<file path="config.mk">
export PLATFORM = sky130hd
export DESIGN_NAME = grmr_div
export DESIGN_NICKNAME = d
export VERILOG_FILES = /design/src/hw/rtl/grmr_pkg.sv /design/src/hw/rtl/grmr_div.sv
export SDC_FILE = /design/constraint.sdc
export NUM_CORES = 1
export LEC_CHECK = 0
export ABC_CLOCK_PERIOD_IN_PS = 5900
export BUFFER_PORTS_ARGS = -buffer_cell sky130_fd_sc_hd__buf_2
export CAP_MARGIN = 20
export CORE_ASPECT_RATIO = 0.9
export CORE_MARGIN = 2
export CORE_UTILIZATION = 25
export DETAILED_ROUTE_END_ITERATION = 16
export GPL_ROUTABILITY_DRIVEN = 0
export PLACE_DENSITY_LB_ADDON = 0.2
export SLEW_MARGIN = 5
export SYNTH_ARGS = -nofsm -noshare
export SYNTH_HDL_FRONTEND = slang
export SYNTH_SLANG_ARGS = --single-unit
</file>
<file path="constraint.sdc">
create_clock -name clock -period 5.9 [get_ports clock]
set_clock_uncertainty 0.1 [all_clocks]
set_input_delay 0.295 -clock clock [delete_from_list [all_inputs] [get_ports clock]]
set_output_delay 0.295 -clock clock [all_outputs]
set_load 0.03 [all_outputs]
</file>
<file path="src/hw/rtl/grmr_pkg.sv">
// Shared constants, types and register codes of the grid bilinear resampler.
`timescale 1ns / 1ps
`default_nettype none
package grmr_pkg;

   // grid store geometry
   localparam int MAX_COLUMNS = 64;
   localparam int MAX_ROWS    = 64;
   localparam int STORE_DEPTH = MAX_COLUMNS * MAX_ROWS;
   localparam int ADDR_W      = $clog2(STORE_DEPTH);
   localparam int TOT_W       = ADDR_W + 1;
   localparam int DIM_MAX     = (MAX_COLUMNS > MAX_ROWS) ? MAX_COLUMNS : MAX_ROWS;

   // field widths
   localparam int DIM_W   = 7;
   localparam int DATA_W  = 32;
   localparam int PITCH_W = 31;
   localparam int FRAC_W  = 16;
   localparam int W_W     = FRAC_W + 1;
   localparam int ONE_Q16 = 65536;

   // divider: quotient holds cell index and 16 fraction bits
   localparam int QUOT_W  = $clog2(DIM_MAX) + FRAC_W;
   localparam int NUM_W   = PITCH_W + QUOT_W;
   localparam int K_W     = QUOT_W - FRAC_W;
   localparam int CNT_W   = $clog2(QUOT_W + 1);
   localparam int COORD_W = PITCH_W + $clog2(DIM_MAX) + 3;

   // blend datapath
   localparam int PROD_W = DATA_W + 1;
   localparam int ACC_W  = PROD_W + 1;
   localparam int BL_W   = ACC_W + 1;

   // configuration port
   localparam int PADDR_W   = 5;
   localparam int REG_IDX_W = 3;
   localparam logic [REG_IDX_W-1:0] REG_COLUMNS = 3'd0;
   localparam logic [REG_IDX_W-1:0] REG_ROWS    = 3'd1;
   localparam logic [REG_IDX_W-1:0] REG_ORIG_X  = 3'd2;
   localparam logic [REG_IDX_W-1:0] REG_ORIG_Y  = 3'd3;
   localparam logic [REG_IDX_W-1:0] REG_PITCH   = 3'd4;
   localparam logic [REG_IDX_W-1:0] REG_MARKER  = 3'd5;
   localparam logic [REG_IDX_W-1:0] REG_FILL    = 3'd6;

   // reset values
   localparam logic [DIM_W-1:0]   RST_COLUMNS = 7'd64;
   localparam logic [DIM_W-1:0]   RST_ROWS    = 7'd64;
   localparam logic [PITCH_W-1:0] RST_PITCH   = 31'd65536;
   localparam logic [DATA_W-1:0]  RST_MARKER  = 32'hD8F1_0000;

   // effective configuration seen by the datapath
   typedef struct packed {
      logic [DIM_W-1:0]          columns;
      logic [DIM_W-1:0]          rows;
      logic signed [DATA_W-1:0]  origin_x;
      logic signed [DATA_W-1:0]  origin_y;
      logic [PITCH_W-1:0]        pitch;
      logic signed [DATA_W-1:0]  marker;
      logic signed [DATA_W-1:0]  fill;
   } cfg_type;

   typedef struct packed {
      logic               start;
      logic [NUM_W-1:0]   num;
      logic [PITCH_W-1:0] den;
   } div_req_type;

   typedef struct packed {
      logic               busy;
      logic               done;
      logic [QUOT_W-1:0]  quot;
      logic [PITCH_W-1:0] rem;
   } div_rsp_type;

endpackage
`default_nettype wire

</file>
<file path="src/hw/rtl/grmr_div.sv">
// Restoring divider, one quotient bit per cycle, shared by loads and queries.
`timescale 1ns / 1ps
`default_nettype none
module grmr_div (
   input  wire logic                  clock,
   input  wire logic                  reset,
   input  grmr_pkg::div_req_type      req,
   output grmr_pkg::div_rsp_type      rsp
);

   logic                         busy_ff, busy_in;
   logic                         done_ff, done_in;
   logic [grmr_pkg::CNT_W-1:0]   cnt_ff, cnt_in;
   logic [grmr_pkg::PITCH_W-1:0] rem_ff, rem_in;
   logic [grmr_pkg::QUOT_W-1:0]  shr_ff, shr_in;
   logic [grmr_pkg::PITCH_W-1:0] den_ff, den_in;
   logic [grmr_pkg::PITCH_W:0]   trial;
   logic [grmr_pkg::PITCH_W:0]   diff;
   logic                         ge;

   // one trial subtraction
   assign trial = {rem_ff, shr_ff[grmr_pkg::QUOT_W-1]};
   assign ge    = trial >= {1'b0, den_ff};
   assign diff  = trial - {1'b0, den_ff};

   always_comb begin
      busy_in = busy_ff;
      done_in = 1'b0;
      cnt_in  = cnt_ff;
      rem_in  = rem_ff;
      shr_in  = shr_ff;
      den_in  = den_ff;
      if (req.start) begin
         busy_in = 1'b1;
         cnt_in  = grmr_pkg::CNT_W'(grmr_pkg::QUOT_W);
         rem_in  = req.num[grmr_pkg::NUM_W-1:grmr_pkg::QUOT_W];
         shr_in  = req.num[grmr_pkg::QUOT_W-1:0];
         den_in  = req.den;
      end else if (busy_ff) begin
         rem_in = ge ? diff[grmr_pkg::PITCH_W-1:0] : trial[grmr_pkg::PITCH_W-1:0];
         shr_in = {shr_ff[grmr_pkg::QUOT_W-2:0], ge};
         cnt_in = cnt_ff - grmr_pkg::CNT_W'(1);
         if (cnt_ff == grmr_pkg::CNT_W'(1)) begin
            busy_in = 1'b0;
            done_in = 1'b1;
         end
      end
   end

   always_ff @(posedge clock) begin
      if (reset) begin
         busy_ff <= 1'b0;
         done_ff <= 1'b0;
         cnt_ff  <= '0;
      end else begin
         busy_ff <= busy_in;
         done_ff <= done_in;
         cnt_ff  <= cnt_in;
      end
      rem_ff <= rem_in;
      shr_ff <= shr_in;
      den_ff <= den_in;
   end

   assign rsp.busy = busy_ff;
   assign rsp.done = done_ff;
   assign rsp.quot = shr_ff;
   assign rsp.rem  = rem_ff;

endmodule
`default_nettype wire

</file>
==> flow_summary.yaml <==
worst_setup_path:
  cp_slowest_stage_delay_ns: 0.46
  critical_path.endpoint: "rem_ff[13]$_DFFE_PP_"
  r2r_slack_ns: 1.99
  cp_cell_sequence: "inv_1 -> ha_1 -> fa_1 -> nand2b_1 -> a21oi_2 -> o211ai_1 -> o21a_1 -> o31a_1 -> a2111o_1 -> nand2_1 -> buf_4 -> mux2_1 -> mux2_2"
  reg2reg_to: "rem_ff[13]$_DFFE_PP_"
  cp_num_buf_inv: 2
  crit_fanout: 16
  crit_start: "shr_ff[21]$_DFFE_PP_"
  cp.required_ns: 5.90
  crit_path_end_kind: "flip-flop"
  cp_top_family: "compound AO/OA/AOI/OAI gates"
  r2r_cells: 13
  reg2reg_from: "shr_ff[21]$_DFFE_PP_"
  critPathLaunchType: "flip-flop"
  crit_arrival_ns: 3.91
  path_class: "reg -> reg"
  path_depth: 13
  cp_slowest_cell: "a2111o_1"
place:
  dp_slack_ns: 1.95
  dpl.hpwl_um: 11100
  io_buffers: 141
  placedInstanceArea_mm2: 0.00652
logic_synthesis:
  ys.flop_type: "edfxtp_1"
  netlist.area_leader.share_pct: 45.7
  synthCells: 494
  async_flop_share_pct: 0
  syn_area_mm2: 0.00552
  synth.avg_cell_area_um2: 11.2
  synth-seq-cells: 91
  syn-num-nets: 615
  yosysSeqAreaShare_pct: 48.2
  yosysWarningCount: 0
  synth.distinct_cells: 54
  synth_edf_count: 84
  synth_area_leaders: "edfxtp_1 46%, mux2_2 8.4%, ha_1 7.5%, a21oi_1 3.3%, mux2_1 3.1%"
  synth_top_area_cell: "edfxtp_1"
routing:
  drtPass1Iterations: 4
  top_layer_used: "met4"
  drc_errors: 0
  vias: 4256
  wl_um: 14800
  dr_wl_met3_um: 1200
  viasPerCell: 4.56
  routed-wl-met2_um: 6620
  first_iter_violations: 266
  avgRoutedWirePerCell_um: 15.9
  ant_nets: 0
  met1Wirelength_um: 6840
clock_tree:
  cts_buffers: 9
  cts_tree: "yes"
  cts_resized: 0
  clkTransAtPathRegs_ns: 0.07
  clkSinkCount: 91
  cts_hold_buf: 5
  cts_root_buf: "clkbuf_16"
  clkLatencyLatePin_ns: 0.35
  cts_setup_buffers: 0
  h-tree-depth: 3
  cts_max_path_buffers: 2
die:
  die_x_um: 161
  dieArea_mm2: 0.0233
  die_y_um: 145
  initial_core_util_pct: 25.5
  core_area_mm2: 0.0216
  ios: 142
  num_rows: 51
global_route:
  grtUsageTotal_pct: 12.9
  first_global_vias: 4488
  antenna_found_initial: 1
  grt_max_degree: 56
  grt_pass1_wl_um: 23800
  overflow: 0
power_and_ir_drop:
  p_leak_nw: 2.94
  switching_share_pct: 40.5
  pwr-share-seq_pct: 31.4
  clkPwrFrac_pct: 19.9
  p_int_mw: 1.82
  pwr-share-comb_pct: 48.7
  power-per-cell-area_mw_per_mm2: 444
  ir_worst_vdd_uv: 150
  p_sw_mw: 1.24
timing:
  relSlewSlack_pct: 48.3
  tightest_slew_ns: 0.775
  finalCritPeriodShare_pct: 66.3
  finalSetupViolCount: 0
  fmax_ghz: 0.256
  setup_ws_ns: 1.99
  rsz0062_at_grt: "false"
  finalHoldViolCount: 0
  setup-tns-final_ns: 0
  layout_min_cycle_time_ns: 3.91
  drv_slew: 0
status:
  status: "complete, no violations"
hold_path:
  hold_class: "in -> reg"
  hold-path-cell-count: 1
flow_run:
  maxCapViolCount: 0
cells_and_area:
  nets: 757
  area_growth_pct: 24.9
  drive_above_1_share_pct: 32.4
  stdcell_area_mm2: 0.00690
  fillCellCount: 2232
  utilization_pct: 31.9
-- through the flow --
| stage | power [mW] | hold WS (ns) | std cells |
|---|---|---|---|
| 2_1_floorplan | 2.09 | 0.267 | 494 |
| 3_3_place_gp | 2.47 | 0.374 | 909 |
| 3_5_place_dp | 2.48 | 0.373 | 909 |
| 4_1_cts | 3.11 | 0.000288 | 930 |
| 5_1_grt | 3.30 | 0.000511 | 932 |
| 6_report | 3.06 | 0.0165 | 933 |
-- cell usage after synthesis (3+ instances only) --
library cell	instances
mux2i_1	5
buf_4	4
a211oi_1	3
or3_1	3
ha_1	33
nor2b_1	6
nand4_1	4
o211ai_1	4
xor2_1	12
xnor2_1	18
nor2_1	27
o31ai_1	3
edfxtp_1	84
nand2_1	25
or2_2	3
nand3_1	14
o21bai_1	4
clkbuf_1	15
mux2_1	15
mux2_2	41
nor3_1	7
a21o_1	12
o21ai_1	11
a21oi_1	36
inv_1	40
dfxtp_1	7
a31oi_1	6
o21a_1	3
nand2b_1	6
o21ai_0	10
-- cell usage in the layout, fill, tap and decap left out, drive strengths merged, types with 9 or more instances in the layout --
cell	count
clkbuf	9
mux2	56
xnor2	18
ha	33
nand3	14
a21oi	37
inv	44
buf	145
edfxtp	84
xor2	12
nor2	27
nand2	25
o21ai	21
a21o	12
-- how the worst min path moves through the flow --
stage,end,slack [ns],start
detailed placement,den_ff[17]$_DFFE_PP_,0.37,req[17]
finish,den_ff[6]$_DFFE_PP_,0.02,req[6]
floorplan,busy_ff$_SDFF_PP0_,0.27,reset
global placement,den_ff[4]$_DFFE_PP_,0.37,req[4]
global route,den_ff[29]$_DFFE_PP_,0.0005,req[29]
CTS,den_ff[26]$_DFFE_PP_,0.0003,req[26]
-- sequential cells by signal (all words and copies together) (netlist names) --
register	count
den_ff	31
rem_ff	31
shr_ff	22
cnt_ff	5
busy_ff	1
done_ff	1
-- final cells by class --
type	instances	area (um2)	share of cell area, %
sequential	91	2660	38.6
multi-input combinational	342	2610	37.8
timing repair buffer	152	808	11.7
tap	291	364	5.28
clock buffer	9	225	3.26
inverter	40	150	2.18
clock inverter	7	80.1	1.16
antenna	1	2.50	0.0363
-- power by group through the flow --
| stage | Combinational (mW) | Clock [mW] | Sequential [mW] |
|---|---|---|---|
| detailed placement | 1.50 | 0 | 0.979 |
| CTS | 1.51 | 0.634 | 0.968 |
| global placement | 1.49 | 0 | 0.977 |
| floorplan | 0.947 | 0 | 1.15 |
| global route | 1.66 | 0.657 | 0.981 |
| finish | 1.49 | 0.609 | 0.963 |
-- cell families (layout without fill, tap and decap cells) --
logic type                 count (synthesis)  in the layout  share of synthesized area (%)
buffers and inverters                     61            208                           4.58
muxes                                     61             61                           12.3
other                                      0              1                              0
adders and majority gates                 34             34                           7.84
DFF                                       91             91                           48.2
xor gates and xnor gates                  30             30                           4.76
AOI/OAI and AO/OA                        109            109                           12.5
and+or+nand+nor                          108            108                           9.76
-- per-layer routing --
layer,up-vias,track usage (%)
li1,2103,-
met4,0,3.26
met2,134,20.3
met3,12,4.83
met1,2007,16.7
met5,-,0
Power figures use the tool's default switching activity.
