===== src/hw/rtl/grmr_pkg.sv =====
// Shared constants, types and register codes of the grid bilinear resampler.
`timescale 1ns / 1ps
`default_nettype none
package grmr_pkg;

   // grid store geometry
   localparam int MAX_COLUMNS = 64;
   localparam int MAX_ROWS    = 64;
   localparam int STORE_DEPTH = MAX_COLUMNS * MAX_ROWS;
   localparam int ADDR_W      = $clog2(STORE_DEPTH);
   localparam int TOT_W       = ADDR_W + 1;
   localparam int DIM_MAX     = (MAX_COLUMNS > MAX_ROWS) ? MAX_COLUMNS : MAX_ROWS;

   // field widths
   localparam int DIM_W   = 7;
   localparam int DATA_W  = 32;
   localparam int PITCH_W = 31;
   localparam int FRAC_W  = 16;
   localparam int W_W     = FRAC_W + 1;
   localparam int ONE_Q16 = 65536;

   // divider: quotient holds cell index and 16 fraction bits
   localparam int QUOT_W  = $clog2(DIM_MAX) + FRAC_W;
   localparam int NUM_W   = PITCH_W + QUOT_W;
   localparam int K_W     = QUOT_W - FRAC_W;
   localparam int CNT_W   = $clog2(QUOT_W + 1);
   localparam int COORD_W = PITCH_W + $clog2(DIM_MAX) + 3;

   // blend datapath
   localparam int PROD_W = DATA_W + 1;
   localparam int ACC_W  = PROD_W + 1;
   localparam int BL_W   = ACC_W + 1;

   // configuration port
   localparam int PADDR_W   = 5;
   localparam int REG_IDX_W = 3;
   localparam logic [REG_IDX_W-1:0] REG_COLUMNS = 3'd0;
   localparam logic [REG_IDX_W-1:0] REG_ROWS    = 3'd1;
   localparam logic [REG_IDX_W-1:0] REG_ORIG_X  = 3'd2;
   localparam logic [REG_IDX_W-1:0] REG_ORIG_Y  = 3'd3;
   localparam logic [REG_IDX_W-1:0] REG_PITCH   = 3'd4;
   localparam logic [REG_IDX_W-1:0] REG_MARKER  = 3'd5;
   localparam logic [REG_IDX_W-1:0] REG_FILL    = 3'd6;

   // reset values
   localparam logic [DIM_W-1:0]   RST_COLUMNS = 7'd64;
   localparam logic [DIM_W-1:0]   RST_ROWS    = 7'd64;
   localparam logic [PITCH_W-1:0] RST_PITCH   = 31'd65536;
   localparam logic [DATA_W-1:0]  RST_MARKER  = 32'hD8F1_0000;

   // effective configuration seen by the datapath
   typedef struct packed {
      logic [DIM_W-1:0]          columns;
      logic [DIM_W-1:0]          rows;
      logic signed [DATA_W-1:0]  origin_x;
      logic signed [DATA_W-1:0]  origin_y;
      logic [PITCH_W-1:0]        pitch;
      logic signed [DATA_W-1:0]  marker;
      logic signed [DATA_W-1:0]  fill;
   } cfg_type;

   typedef struct packed {
      logic               start;
      logic [NUM_W-1:0]   num;
      logic [PITCH_W-1:0] den;
   } div_req_type;

   typedef struct packed {
      logic               busy;
      logic               done;
      logic [QUOT_W-1:0]  quot;
      logic [PITCH_W-1:0] rem;
   } div_rsp_type;

endpackage
`default_nettype wire


===== src/hw/rtl/grmr_csr.sv =====
// Configuration registers with APB-style access and effective-value clamping.
`timescale 1ns / 1ps
`default_nettype none
module grmr_csr (
   input  wire logic                         clock,
   input  wire logic                         reset,
   input  wire logic                         psel,
   input  wire logic                         penable,
   input  wire logic                         pwrite,
   input  wire logic [grmr_pkg::PADDR_W-1:0] paddr,
   input  wire logic [31:0]                  pwdata,
   output logic      [31:0]                  prdata,
   output logic                              pready,
   output grmr_pkg::cfg_type                 cfg
);

   logic [grmr_pkg::DIM_W-1:0]   columns_ff;
   logic [grmr_pkg::DIM_W-1:0]   rows_ff;
   logic [31:0]                  orig_x_ff;
   logic [31:0]                  orig_y_ff;
   logic [grmr_pkg::PITCH_W-1:0] pitch_ff;
   logic [31:0]                  marker_ff;
   logic [31:0]                  fill_ff;
   logic                         wr_en;
   logic [grmr_pkg::REG_IDX_W-1:0] idx;

   assign pready = 1'b1;
   assign wr_en  = psel & penable & pwrite;
   assign idx    = paddr[grmr_pkg::PADDR_W-1:2];

   // register writes
   always_ff @(posedge clock) begin
      if (reset) begin
         columns_ff <= grmr_pkg::RST_COLUMNS;
         rows_ff    <= grmr_pkg::RST_ROWS;
         orig_x_ff  <= '0;
         orig_y_ff  <= '0;
         pitch_ff   <= grmr_pkg::RST_PITCH;
         marker_ff  <= grmr_pkg::RST_MARKER;
         fill_ff    <= '0;
      end else if (wr_en) begin
         case (idx)
            grmr_pkg::REG_COLUMNS: columns_ff <= pwdata[grmr_pkg::DIM_W-1:0];
            grmr_pkg::REG_ROWS:    rows_ff    <= pwdata[grmr_pkg::DIM_W-1:0];
            grmr_pkg::REG_ORIG_X:  orig_x_ff  <= pwdata;
            grmr_pkg::REG_ORIG_Y:  orig_y_ff  <= pwdata;
            grmr_pkg::REG_PITCH:   pitch_ff   <= pwdata[grmr_pkg::PITCH_W-1:0];
            grmr_pkg::REG_MARKER:  marker_ff  <= pwdata;
            grmr_pkg::REG_FILL:    fill_ff    <= pwdata;
            default: ;
         endcase
      end
   end

   // read-back
   always_comb begin
      case (idx)
         grmr_pkg::REG_COLUMNS: prdata = 32'(columns_ff);
         grmr_pkg::REG_ROWS:    prdata = 32'(rows_ff);
         grmr_pkg::REG_ORIG_X:  prdata = orig_x_ff;
         grmr_pkg::REG_ORIG_Y:  prdata = orig_y_ff;
         grmr_pkg::REG_PITCH:   prdata = 32'(pitch_ff);
         grmr_pkg::REG_MARKER:  prdata = marker_ff;
         grmr_pkg::REG_FILL:    prdata = fill_ff;
         default:               prdata = '0;
      endcase
   end

   // sizes saturate into range, zero pitch acts as one
   always_comb begin
      cfg = '0;
      if (int'(columns_ff) < 2)                     cfg.columns = grmr_pkg::DIM_W'(2);
      else if (int'(columns_ff) > grmr_pkg::MAX_COLUMNS)
         cfg.columns = grmr_pkg::DIM_W'(grmr_pkg::MAX_COLUMNS);
      else                                          cfg.columns = columns_ff;
      if (int'(rows_ff) < 2)                        cfg.rows = grmr_pkg::DIM_W'(2);
      else if (int'(rows_ff) > grmr_pkg::MAX_ROWS)
         cfg.rows = grmr_pkg::DIM_W'(grmr_pkg::MAX_ROWS);
      else                                          cfg.rows = rows_ff;
      cfg.origin_x = $signed(orig_x_ff);
      cfg.origin_y = $signed(orig_y_ff);
      cfg.pitch    = (pitch_ff == '0) ? grmr_pkg::PITCH_W'(1) : pitch_ff;
      cfg.marker   = $signed(marker_ff);
      cfg.fill     = $signed(fill_ff);
   end

endmodule
`default_nettype wire


===== config.mk =====
export PLATFORM = sky130hd
export DESIGN_NAME = grmr_csr
export DESIGN_NICKNAME = d
export VERILOG_FILES = /design/src/hw/rtl/grmr_pkg.sv /design/src/hw/rtl/grmr_csr.sv
export SDC_FILE = /design/constraint.sdc
export NUM_CORES = 1
export LEC_CHECK = 0
export BUFFER_PORTS_ARGS = -buffer_cell sky130_fd_sc_hd__buf_2
export CELL_PAD_IN_SITES_DETAIL_PLACEMENT = 1
export CELL_PAD_IN_SITES_GLOBAL_PLACEMENT = 1
export CORE_UTILIZATION = 40
export CTS_BUF_LIST = sky130_fd_sc_hd__clkbuf_4 sky130_fd_sc_hd__clkbuf_8
export DETAILED_ROUTE_END_ITERATION = 7
export PLACE_DENSITY = 0.83
export SLEW_MARGIN = 25
export SYNTH_ARGS = -nofsm -noshare
export SYNTH_HDL_FRONTEND = slang
export SYNTH_SLANG_ARGS = --single-unit

===== constraint.sdc =====
create_clock -name clock -period 1.6 [get_ports clock]
set_input_delay 0.08 -clock clock [delete_from_list [all_inputs] [get_ports clock]]
set_output_delay 0.08 -clock clock [all_outputs]
set_load 0.03 [all_outputs]

==> metrics.cfg, run 1 <==
[status]
outcome=complete, but fails checks
violations=setup timing

[placed_design]
dp_cells=1358
place.gp.congestion=0.844
dp_hpwl_mm=21.4
port_buffers=244
pre_cts_ws_ns=-0.0164

[worst_setup_path]
crit_chain=nor4_4 > buf_4 > nand4_1 > o21bai_2 > buf_6
critPathSlowestCell=dfxtp_4
r2r.worst_path.cells=3
rrSetupSlack_ns=0.62
setup.worst_path.start=pitch_ff[8]$_SDFFE_PP0P_
crit_path_max_incr_delay_ns=0.38
worstPathMaxFanout=2
worstReg2RegStart=fill_ff[25]$_SDFFE_PP0P_
path_class=flip-flop to output pin
worstSetupEndpoint=cfg[64]
cp.required_ns=1.52
end_kind=output pin
critical_path_arrival_ns=1.77
reg2reg_to=fill_ff[25]$_SDFFE_PP0P_
critPathLaunchType=flip-flop

[timing]
min_period_ns=1.85
setup_ws_ns=-0.248
slew_headroom_pct=54.8
layout_worst_path_cycle_share_pct=116
setup_violations=24
skew_ns=0
rsz0062_at_grt=yes
hold_viol=0
fmax_mhz=541
worst_pin_slew_ns=0.678
maxSlewViolCount=0

[floorplan]
fp.coreArea_um2=20400
row_count=52
die_area_um2=21600
die_h_um=147
die_x_um=147
ios=248
start_util_pct=41.2

[synth]
syn_avg_cell_area_um2=9.61
synth_area_um2=8420
postSynthCellCount=877
ys_ff_latch=173
yosys_warnings=0
synth_top_cell_area_share_pct=41.1
ys_seq_area_share_pct=41.1
synth_nets=919
ys.flop_type=dfxtp_1
synth_area_leader_cell=dfxtp_1
synthTopCellsByCount=dfxtp_1 (173), mux2i_1 (173), nand2b_1 (166), clkbuf_1 (80), o21ai_0 (65)
synth_edf_count=0
async_flop_share_pct=0
synth_area_leaders=dfxtp_1 (41%), mux2i_1 (21%), nand2b_1 (12%)
yosysUniqueCellTypes=31

[finish]
antenna_cells=0
syn_to_final_growth_pct=39.6
final_nets=1205
drive_gt1_share_pct=39.8
layoutNonFillerInstCount=1445

[power]
vdd_drop_max_mv=0.617
power_mw=8.75
leakagePower_nw=5.76
power_density_nw_per_um2=745

[clock_tree]
clk_pin_slew_ns=0.09
htree_levels=4
root_buffer=clkbuf_8
insertion_delay_ns=0.46
cts_max_path_buffers=2
clock_sinks=173
numCtsBuffers=17
cts_tree=yes

[routing]
drtIter0Drc=479
via_per_inst=5.53
vias=7993
wire_per_inst_um=23.0
drc=0
drtPass1Iterations=5
routed_wl_mm=33.3
ant_nets=0

[grt]
grt_pass1_vias=8411
gr-usage-all-layers_pct=29.9
antenna_found_initial=0
grt_pass1_wl_mm=49.5
grt.overflow.total=0
grt_max_degree=73

[flow_run]
maxCapViolCount=0

[worst_hold_path]
min-delay-path-class=primary input to flip-flop

where the power goes:
| part | total (mW) | leakage (nW) | internal [mW] | switching [mW] |
|---|---|---|---|---|
| Combinational | 0.960 | 4.11 | 0.400 | 0.560 |
| Clock | 3.44 | 0.221 | 1.75 | 1.69 |
| Sequential | 4.35 | 1.42 | 4.32 | 0.0333 |
| Total | 8.75 | 5.76 | 6.47 | 2.28 |
critical path: cells and delay by family, from the launching register on:
| family | cells | cell delay, ns |
|---|---|---|
| buffers and inverters | 2 | 0.32 |
| AND/OR/NAND/NOR | 2 | 0.42 |
| flip-flops | 1 | 0.38 |
| AO/OA/AOI/OAI | 1 | 0.19 |
registers in the layout (all words and copies together) (netlist names):
signal,cells
orig_y_ff,32
rows_ff,7
orig_x_ff,32
pitch_ff,31
columns_ff,7
marker_ff,32
fill_ff,32
cell families after synthesis:
family	after synthesis	share of synthesized area, %
and+or+nand+nor	287	19.9
muxes	187	23.4
DFF	173	41.1
AOI/OAI and AO/OA	124	10.2
buffers and inverters	105	5.35
other	1	0.0445
metal layers:
metal	up-vias	part of all wire [%]	track usage, %
met5	-	0	0
met4	0	3.4	12.6
met3	80	4.8	5.28
met2	335	49	50.8
met1	3993	42	37.3
li1	3585	-	-
cell usage in the layout (no fill, tap or decap), types with 4 or more instances in the layout:
master	n
o2bb2ai_1	8
buf_12	18
a22o_1	24
dfxtp_2	42
mux4_2	7
dfxtp_1	120
buf_4	70
bufinv_16	4
mux2_4	4
dlygate4sd3_1	24
nor2b_1	43
buf_2	206
a221o_1	24
buf_6	52
dfxtp_4	11
mux2i_1	170
nor4_4	5
nor2_1	50
o21ai_0	65
clkbuf_8	18
nand2b_1	165
per-stage QoR:
| stage | area (um^2) | util, % | hold WS (ns) | TNS, ns |
|---|---|---|---|---|
| finish | 11800 | 57.5 | 0.0425 | -2.33 |
| global route | 11800 | 57.5 | 0.0409 | -4.37 |
| CTS | 11500 | 56.5 | 0.0151 | -2.55 |
| detailed placement | 10300 | 50.6 | 0.378 | -0.0269 |
| global placement | 10300 | 50.6 | 0.354 | 0 |
| floorplan | 8420 | - | 0.247 | 0 |
worst min-delay path by stage:
stage | endpoint | start | depth (start not counted) | slack, ns
2_1_floorplan | marker_ff[31]$_SDFFE_PP1P_ | pwdata[31] | 2 | 0.25
3_3_place_gp | marker_ff[31]$_SDFFE_PP1P_ | pwdata[31] | 3 | 0.35
3_5_place_dp | marker_ff[28]$_SDFFE_PP1P_ | pwdata[28] | 3 | 0.38
4_1_cts | rows_ff[2]$_SDFFE_PP0P_ | pwdata[2] | 3 | 0.02
5_1_grt | orig_x_ff[9]$_SDFFE_PP0P_ | pwdata[9] | 3 | 0.04
6_report | orig_x_ff[9]$_SDFFE_PP0P_ | pwdata[9] | 3 | 0.04
area by class of cell:
class                           count  area [um^2]
Clock buffer                       18          248
Clock inverter                     13          189
Fill cell                        2313         8670
Inverter                            2         7.51
Multi-Input combinational cell    599         4670
Sequential cell                   173         3560
Tap cell                          270          338
Timing Repair Buffer              370         2740
repair_timing:
item / 4_1_cts / 5_1_grt
setup endpoints to repair: 32 / 36
endpoints found under the hold margin: 82 / 0
buffers inserted: 22 / 15
hold buffers: 24 / 0
gates resized for setup: 137 / 47
pin swaps: 18 / 11
Note: power is estimated with default switching activity, not from simulation.
==> run 2, diff against run 1 <==
--- a/config.mk
+++ b/config.mk
@@ -12,6 +12,7 @@
 export CTS_BUF_LIST = sky130_fd_sc_hd__clkbuf_4 sky130_fd_sc_hd__clkbuf_8
 export DETAILED_ROUTE_END_ITERATION = 7
 export PLACE_DENSITY = 0.83
+export SKIP_LAST_GASP = 1
 export SLEW_MARGIN = 25
 export SYNTH_ARGS = -nofsm -noshare
 export SYNTH_HDL_FRONTEND = slang
==> constraint.sdc (replaced) <==
create_clock -name clock -period 2.2 [get_ports clock]
set_input_delay 0.11 -clock clock [delete_from_list [all_inputs] [get_ports clock]]
set_output_delay 0.11 -clock clock [all_outputs]
set_load 0.03 [all_outputs]
==> run 2 against run 1 <==
The run now ends clean. Combinational power fell by 39%. Global-route usage fell by 3.4 points. Count of clock-buffer cells in the layout did not move. First-iteration DRC count fell by 24%. Worst setup slack improved by 0.42 ns. Utilization fell by 6.6 points. Non-clock buffer count fell by 83. Flip-flop and latch count did not move. Clock power fell by 32%. Hold slack got worse by 0.017 ns. Critical endpoint unchanged. Largest cell class unchanged.
==> metrics.cfg, run 2 (same netlist as run 1, synthesis figures left out) <==
[status]
outcome=complete, no violations

[grt]
grt.overflow.total=0  ; unchanged
antenna_found_initial=0  ; unchanged
grt_pass1_wl_mm=44.1  ; -11%
grt_pass1_vias=7713  ; -8.3%
gr-usage-all-layers_pct=26.5  ; -3.4 points
grt_max_degree=95  ; +30%

[clock_tree]
clk_pin_slew_ns=0.10  ; about the same
cts_tree=yes
root_buffer=clkbuf_8
insertion_delay_ns=0.45  ; about the same
htree_levels=4  ; unchanged
cts_max_path_buffers=2  ; unchanged
post_cts_resized=0  ; -100%
numCtsBuffers=17  ; unchanged
cts_setup_buffers=0  ; -100%
clock_sinks=173  ; unchanged

[timing]
layout_worst_path_cycle_share_pct=92.4
skew_ns=0  ; unchanged
fin_setup_tns_ns=0  ; +2.33 ns
setup_violations=0  ; -100%
hold_viol=0  ; unchanged
fmax_mhz=492
slew_headroom_pct=34.1  ; -21 points
worst_pin_slew_ns=0.987  ; +0.309 ns
maxSlewViolCount=0  ; unchanged
setup_ws_ns=0.167  ; +0.415 ns
min_period_ns=2.03
rsz0062_at_grt=no

[routing]
drc=0  ; unchanged
wire_per_inst_um=21.1  ; -8.4%
drtPass1Iterations=5  ; unchanged
vias=7404  ; -7.4%
routed_wl_mm=28.7  ; -14%
ant_nets=0  ; unchanged
drtIter0Drc=365  ; -24%
via_per_inst=5.43  ; -1.8%

[placed_design]
dp_hpwl_mm=19.8  ; -7.7%
place.gp.congestion=0.784  ; -7.1%
dp_cells=1319  ; -2.9%
pre_cts_ws_ns=0.0759  ; +0.0924 ns
port_buffers=244  ; unchanged

[worst_setup_path]
end_kind=output pin
setup.worst_path.start=pitch_ff[18]$_SDFFE_PP0P_
cp.required_ns=2.09  ; +0.57 ns
path_class=flip-flop to output pin
worstReg2RegStart=fill_ff[20]$_SDFFE_PP0P_
worstPathMaxFanout=4  ; +2
critical_path_arrival_ns=1.92  ; +0.15 ns
worstSetupEndpoint=cfg[64]
critPathLaunchType=flip-flop
rrSetupSlack_ns=1.35  ; +0.73 ns
reg2reg_to=fill_ff[20]$_SDFFE_PP0P_
r2r.worst_path.cells=3  ; unchanged

[power]
power_mw=6.09  ; -30%
seqPwrFrac_pct=52.2  ; +2.5 points
power_density_nw_per_um2=584  ; -22%
clkPwrFrac_pct=38.3  ; -1.0 points
vdd_drop_max_mv=0.313  ; -49%
internal-power_mw=4.43  ; -32%
swShare_pct=27.2  ; +1.1 points
comb_power_share_pct=9.6  ; -1.4 points
p_switching_mw=1.65  ; -28%
leakagePower_nw=5.16  ; -10%

[finish]
final_nets=1122  ; -6.9%
final_common_cell=buf_2
final_cell_mix=buf_2 (243), mux2i_1 (173), dfxtp_1 (173)
drive_gt1_share_pct=30.3  ; -9.5 points
regArea_um2=3460  ; -2.6%
fill_cells=2413  ; +4.3%
multi_input_area_um2=4550  ; -2.7%
syn_to_final_growth_pct=23.6
antenna_cells=0  ; unchanged
layoutNonFillerInstCount=1363  ; -5.7%
post-route-util_pct=51.0  ; -6.6 points

[worst_hold_path]
min-delay-path-class=primary input to flip-flop

[floorplan]
ios=248  ; unchanged
start_util_pct=41.2  ; unchanged
die_x_um=147  ; unchanged
die_area_um2=21600  ; unchanged
row_count=52  ; unchanged
fp.coreArea_um2=20400  ; unchanged
die_h_um=147  ; unchanged

[flow_run]
maxCapViolCount=0  ; unchanged

[run 2: cell types whose count changed in the layout (fill, tap and decap cells not counted), moves of 7 or more]
cell	before	now
dfxtp_1	120	173
dfxtp_2	42	0
buf_12	18	6
nor4_1	2	9
buf_2	206	243
buf_6	52	0
dfxtp_4	11	0
buf_4	70	26
dlygate4sd3_1	24	12
[run 2: how the worst min path moves through the flow]
| stage | startpoint | endpoint | cells after the start |
|---|---|---|---|
| floorplan | pwdata[31] | marker_ff[31]$_SDFFE_PP1P_ | 2 |
| global placement | pwdata[31] | marker_ff[31]$_SDFFE_PP1P_ | 3 |
| detailed placement | pwdata[20] | marker_ff[20]$_SDFFE_PP1P_ | 3 |
| CTS | pwdata[24] | orig_y_ff[24]$_SDFFE_PP0P_ | 3 |
| global route | pwdata[10] | orig_x_ff[10]$_SDFFE_PP0P_ | 3 |
| finish | pwdata[24] | orig_y_ff[24]$_SDFFE_PP0P_ | 3 |
[run 2: critical path, stage by stage, from the launching register on]
cell and delay (ns):
dfxtp_1 0.37, nor4_1 0.38, nand4_1 0.24, o21bai_1 0.24, buf_2 0.24
[run 2: per-stage QoR]
step                      area, um^2  hold WS, ns
after floorplan                 8420        0.277
after global routing           10400       0.0204
final                          10400       0.0254
after detailed placement        9880        0.400
after CTS                      10400      0.00251
after global placement          9880        0.382
[run 2: power by group through the flow]
stage / Combinational (mW) / Clock, mW / Sequential [mW]
2_1_floorplan: 0.326 / 0 / 3.27
3_3_place_gp: 0.555 / 0 / 3.25
3_5_place_dp: 0.562 / 0 / 3.25
4_1_cts: 0.581 / 2.38 / 3.18
5_1_grt: 0.616 / 2.50 / 3.18
6_report: 0.582 / 2.33 / 3.18
[run 2: layout make-up]
| class | instances | area share [%] |
|---|---|---|
| clock buffers | 18 | 2.38 |
| clock inverters | 14 | 1.51 |
| inverters | 2 | 0.0721 |
| multi-input cells | 599 | 43.7 |
| flip-flops and latches | 173 | 33.3 |
| well taps | 270 | 3.24 |
| repair buffers | 287 | 15.9 |
[run 2: what timing repair did]
item | in CTS | in global routing
endpoints found under the hold margin | 25 | 0
hold buffers | 12 | 0
endpoints found under the setup margin | 0 | 0
[run 2: per-layer routing]
metal,wire length (um),GRT usage (%),vias up
met1,12700,33.7,3703
met3,1470,4.19,37
met5,0,0,-
met4,425,7.22,0
met2,14200,46.2,244
li1,-,-,3420
==> run 3, diff against run 2 <==
--- a/config.mk
+++ b/config.mk
@@ -8,7 +8,7 @@
 export BUFFER_PORTS_ARGS = -buffer_cell sky130_fd_sc_hd__buf_2
 export CELL_PAD_IN_SITES_DETAIL_PLACEMENT = 1
 export CELL_PAD_IN_SITES_GLOBAL_PLACEMENT = 1
-export CORE_UTILIZATION = 40
+export CORE_UTILIZATION = 43
 export CTS_BUF_LIST = sky130_fd_sc_hd__clkbuf_4 sky130_fd_sc_hd__clkbuf_8
 export DETAILED_ROUTE_END_ITERATION = 7
 export PLACE_DENSITY = 0.83
==> run 3 against run 2 <==
Worst setup slack worse by 0.12 ns. Hold slack got worse by 0.010 ns. Flip-flop and latch count stayed put. Die area is 6.9% lower. Power hardly changed. Critical path depth did not move. Utilization grew 3.7 points. Combinational power is 2% lower. Critical endpoint unchanged.
==> metrics.cfg, run 3 (same netlist as run 1, synthesis figures left out) <==
[routing]
routed_wl_mm=28.5  ; -0.89%
drc=0  ; unchanged
drtPass1Iterations=4  ; -1
via_per_inst=5.48  ; +0.81%
vias=7393  ; -0.15%
wire_per_inst_um=21.1  ; about the same
ant_nets=0  ; unchanged
drtIter0Drc=413  ; +13%

[worst_setup_path]
reg2reg_to=columns_ff[6]$_SDFFE_PP1P_
cp.required_ns=2.09  ; about the same
worstReg2RegStart=columns_ff[6]$_SDFFE_PP1P_
r2r.worst_path.cells=2  ; -1
critPathLaunchType=flip-flop
path_class=flip-flop to output pin
crit_path_max_incr_delay_ns=0.52  ; +0.14 ns
critical_path_arrival_ns=2.04  ; +0.12 ns
critPathSlowestCell=nor4_1
crit_chain=nor4_1 > nand4_1 > o21bai_1 > buf_2
worstPathMaxFanout=4  ; unchanged
rrSetupSlack_ns=1.25  ; -0.10 ns
crit_family=simple AND/OR/NAND/NOR gates
end_kind=output pin
crit_buf_inv=1  ; unchanged

[timing]
slew_headroom_pct=32.5  ; -1.6 points
fmax_mhz=465  ; -5.4%
maxSlewViolCount=0  ; unchanged
layout_worst_path_cycle_share_pct=97.7  ; +5.3 points
skew_ns=0  ; unchanged
hold_viol=0  ; unchanged
rsz0062_at_grt=no
min_period_ns=2.15  ; +0.117 ns
fin_setup_tns_ns=0  ; unchanged
worst_pin_slew_ns=1.01  ; +0.0232 ns
setup_violations=0  ; unchanged

[clock_tree]
root_buffer=clkbuf_8
clock_sinks=173  ; unchanged
insertion_delay_ns=0.45  ; about the same
cts_tree=yes
clk_pin_slew_ns=0.09  ; about the same
post_cts_resized=0  ; unchanged
numCtsBuffers=17  ; unchanged
cts_max_path_buffers=2  ; unchanged
htree_levels=4  ; unchanged

[floorplan]
start_util_pct=44.4  ; +3.2 points
die_x_um=142  ; -3.5%
die_area_um2=20200  ; -6.9%
die_h_um=142  ; -3.5%
ios=248  ; unchanged
row_count=50  ; -3.8%
fp.coreArea_um2=19000  ; -7.2%

[finish]
final_nets=1120  ; -0.18%
drive_gt1_share_pct=30.2  ; -0.072 points
final_common_cell=buf_2
syn_to_final_growth_pct=23.0
final_cell_mix=buf_2 (243), mux2i_1 (173), dfxtp_1 (173)
post-route-util_pct=54.6  ; +3.7 points
final_cell_area_um2=10400  ; -0.54%

[power]
vdd_drop_max_mv=0.439  ; +40%
power_mw=6.09  ; about the same
power_density_nw_per_um2=588  ; +0.62%
leakagePower_nw=5.14  ; -0.42%

[worst_hold_path]
worstHoldPathCells=3  ; unchanged
whs_endpoint=orig_x_ff[15]$_SDFFE_PP0P_
worstHoldStart=pwdata[15]
min-delay-path-class=primary input to flip-flop

[grt]
grt_max_degree=67  ; -29%
grt_pass1_vias=7602  ; -1.4%
antenna_found_initial=1  ; +1
gr-usage-all-layers_pct=28.8  ; +2.3 points
grt.overflow.total=0  ; unchanged
grt_pass1_wl_mm=44.2  ; +0.17%

[status]
outcome=complete, no violations

[placed_design]
postPlaceCellArea_um2=9850  ; -0.38%
place.gp.congestion=0.776  ; -1.0%
port_buffers=244  ; unchanged
dp_hpwl_mm=19.6  ; -0.85%

[flow_run]
maxCapViolCount=0  ; unchanged

run 3: cell count changes in the layout (fill, tap and decap cells not counted), moves of 2 or more:
cell / delta
dlygate4sd3_1: -2
inv_6: -3
buf_4: +2
clkinv_4: -2
buf_12: -2
run 3: cell type report:
cell class | count | area (um^2)
antenna | 1 | 2.50
clock buffer | 20 | 269
clock inverter | 10 | 140
fill | 2225 | 8600
inverter | 2 | 7.51
multi-input combinational | 599 | 4540
sequential | 173 | 3460
tap | 260 | 325
timing repair buffer | 285 | 1610
run 3: how the worst max path moves through the flow:
stage	cells after the start	slack [ns]	from	endpoint
final	4	0.05	pitch_ff[2]$_SDFFE_PP0P_	cfg[64]
after global routing	4	0.03	pitch_ff[2]$_SDFFE_PP0P_	cfg[64]
after global placement	5	0.42	paddr[4]	prdata[11]
after CTS	4	0.05	pitch_ff[14]$_SDFFE_PP0P_	cfg[64]
after detailed placement	7	0.33	paddr[4]	pitch_ff[14]$_SDFFE_PP0P_
after floorplan	4	0.78	paddr[3]	prdata[0]
run 3: metal layers:
| metal | up-vias | wire (um) | global-route usage [%] |
|---|---|---|---|
| li1 | 3409 | - | - |
| met1 | 3703 | 12000 | 34.4 |
| met2 | 230 | 14400 | 50.9 |
| met3 | 51 | 1420 | 5.11 |
| met4 | 0 | 720 | 11.5 |
| met5 | - | 0 | 0 |
run 3: report_power, final:
part,total [mW],internal [mW],switching (mW)
registers,3.17,3.15,0.0231
logic,0.573,0.210,0.362
clock network,2.34,1.18,1.16
run 3: timing repair:
action	4_1_cts	5_1_grt
hold buffers	10	0
setup buffers	0	0
endpoints found under the hold margin	17	0
run 3: worst register-to-register path, stage by stage (launching register included):
cell,delay (ns)
dfxtp_1,0.54
nor2_1,0.09
mux2i_1,0.22
run 3: stage by stage:
step,hold slack [ns],cells,worst slack [ns]
finish,0.0151,1350,0.0500
global route,0.0185,1349,0.0313
CTS,0.000190,1349,0.0492
detailed placement,0.405,1309,0.327
global placement,0.380,1309,0.421
floorplan,0.277,877,0.784
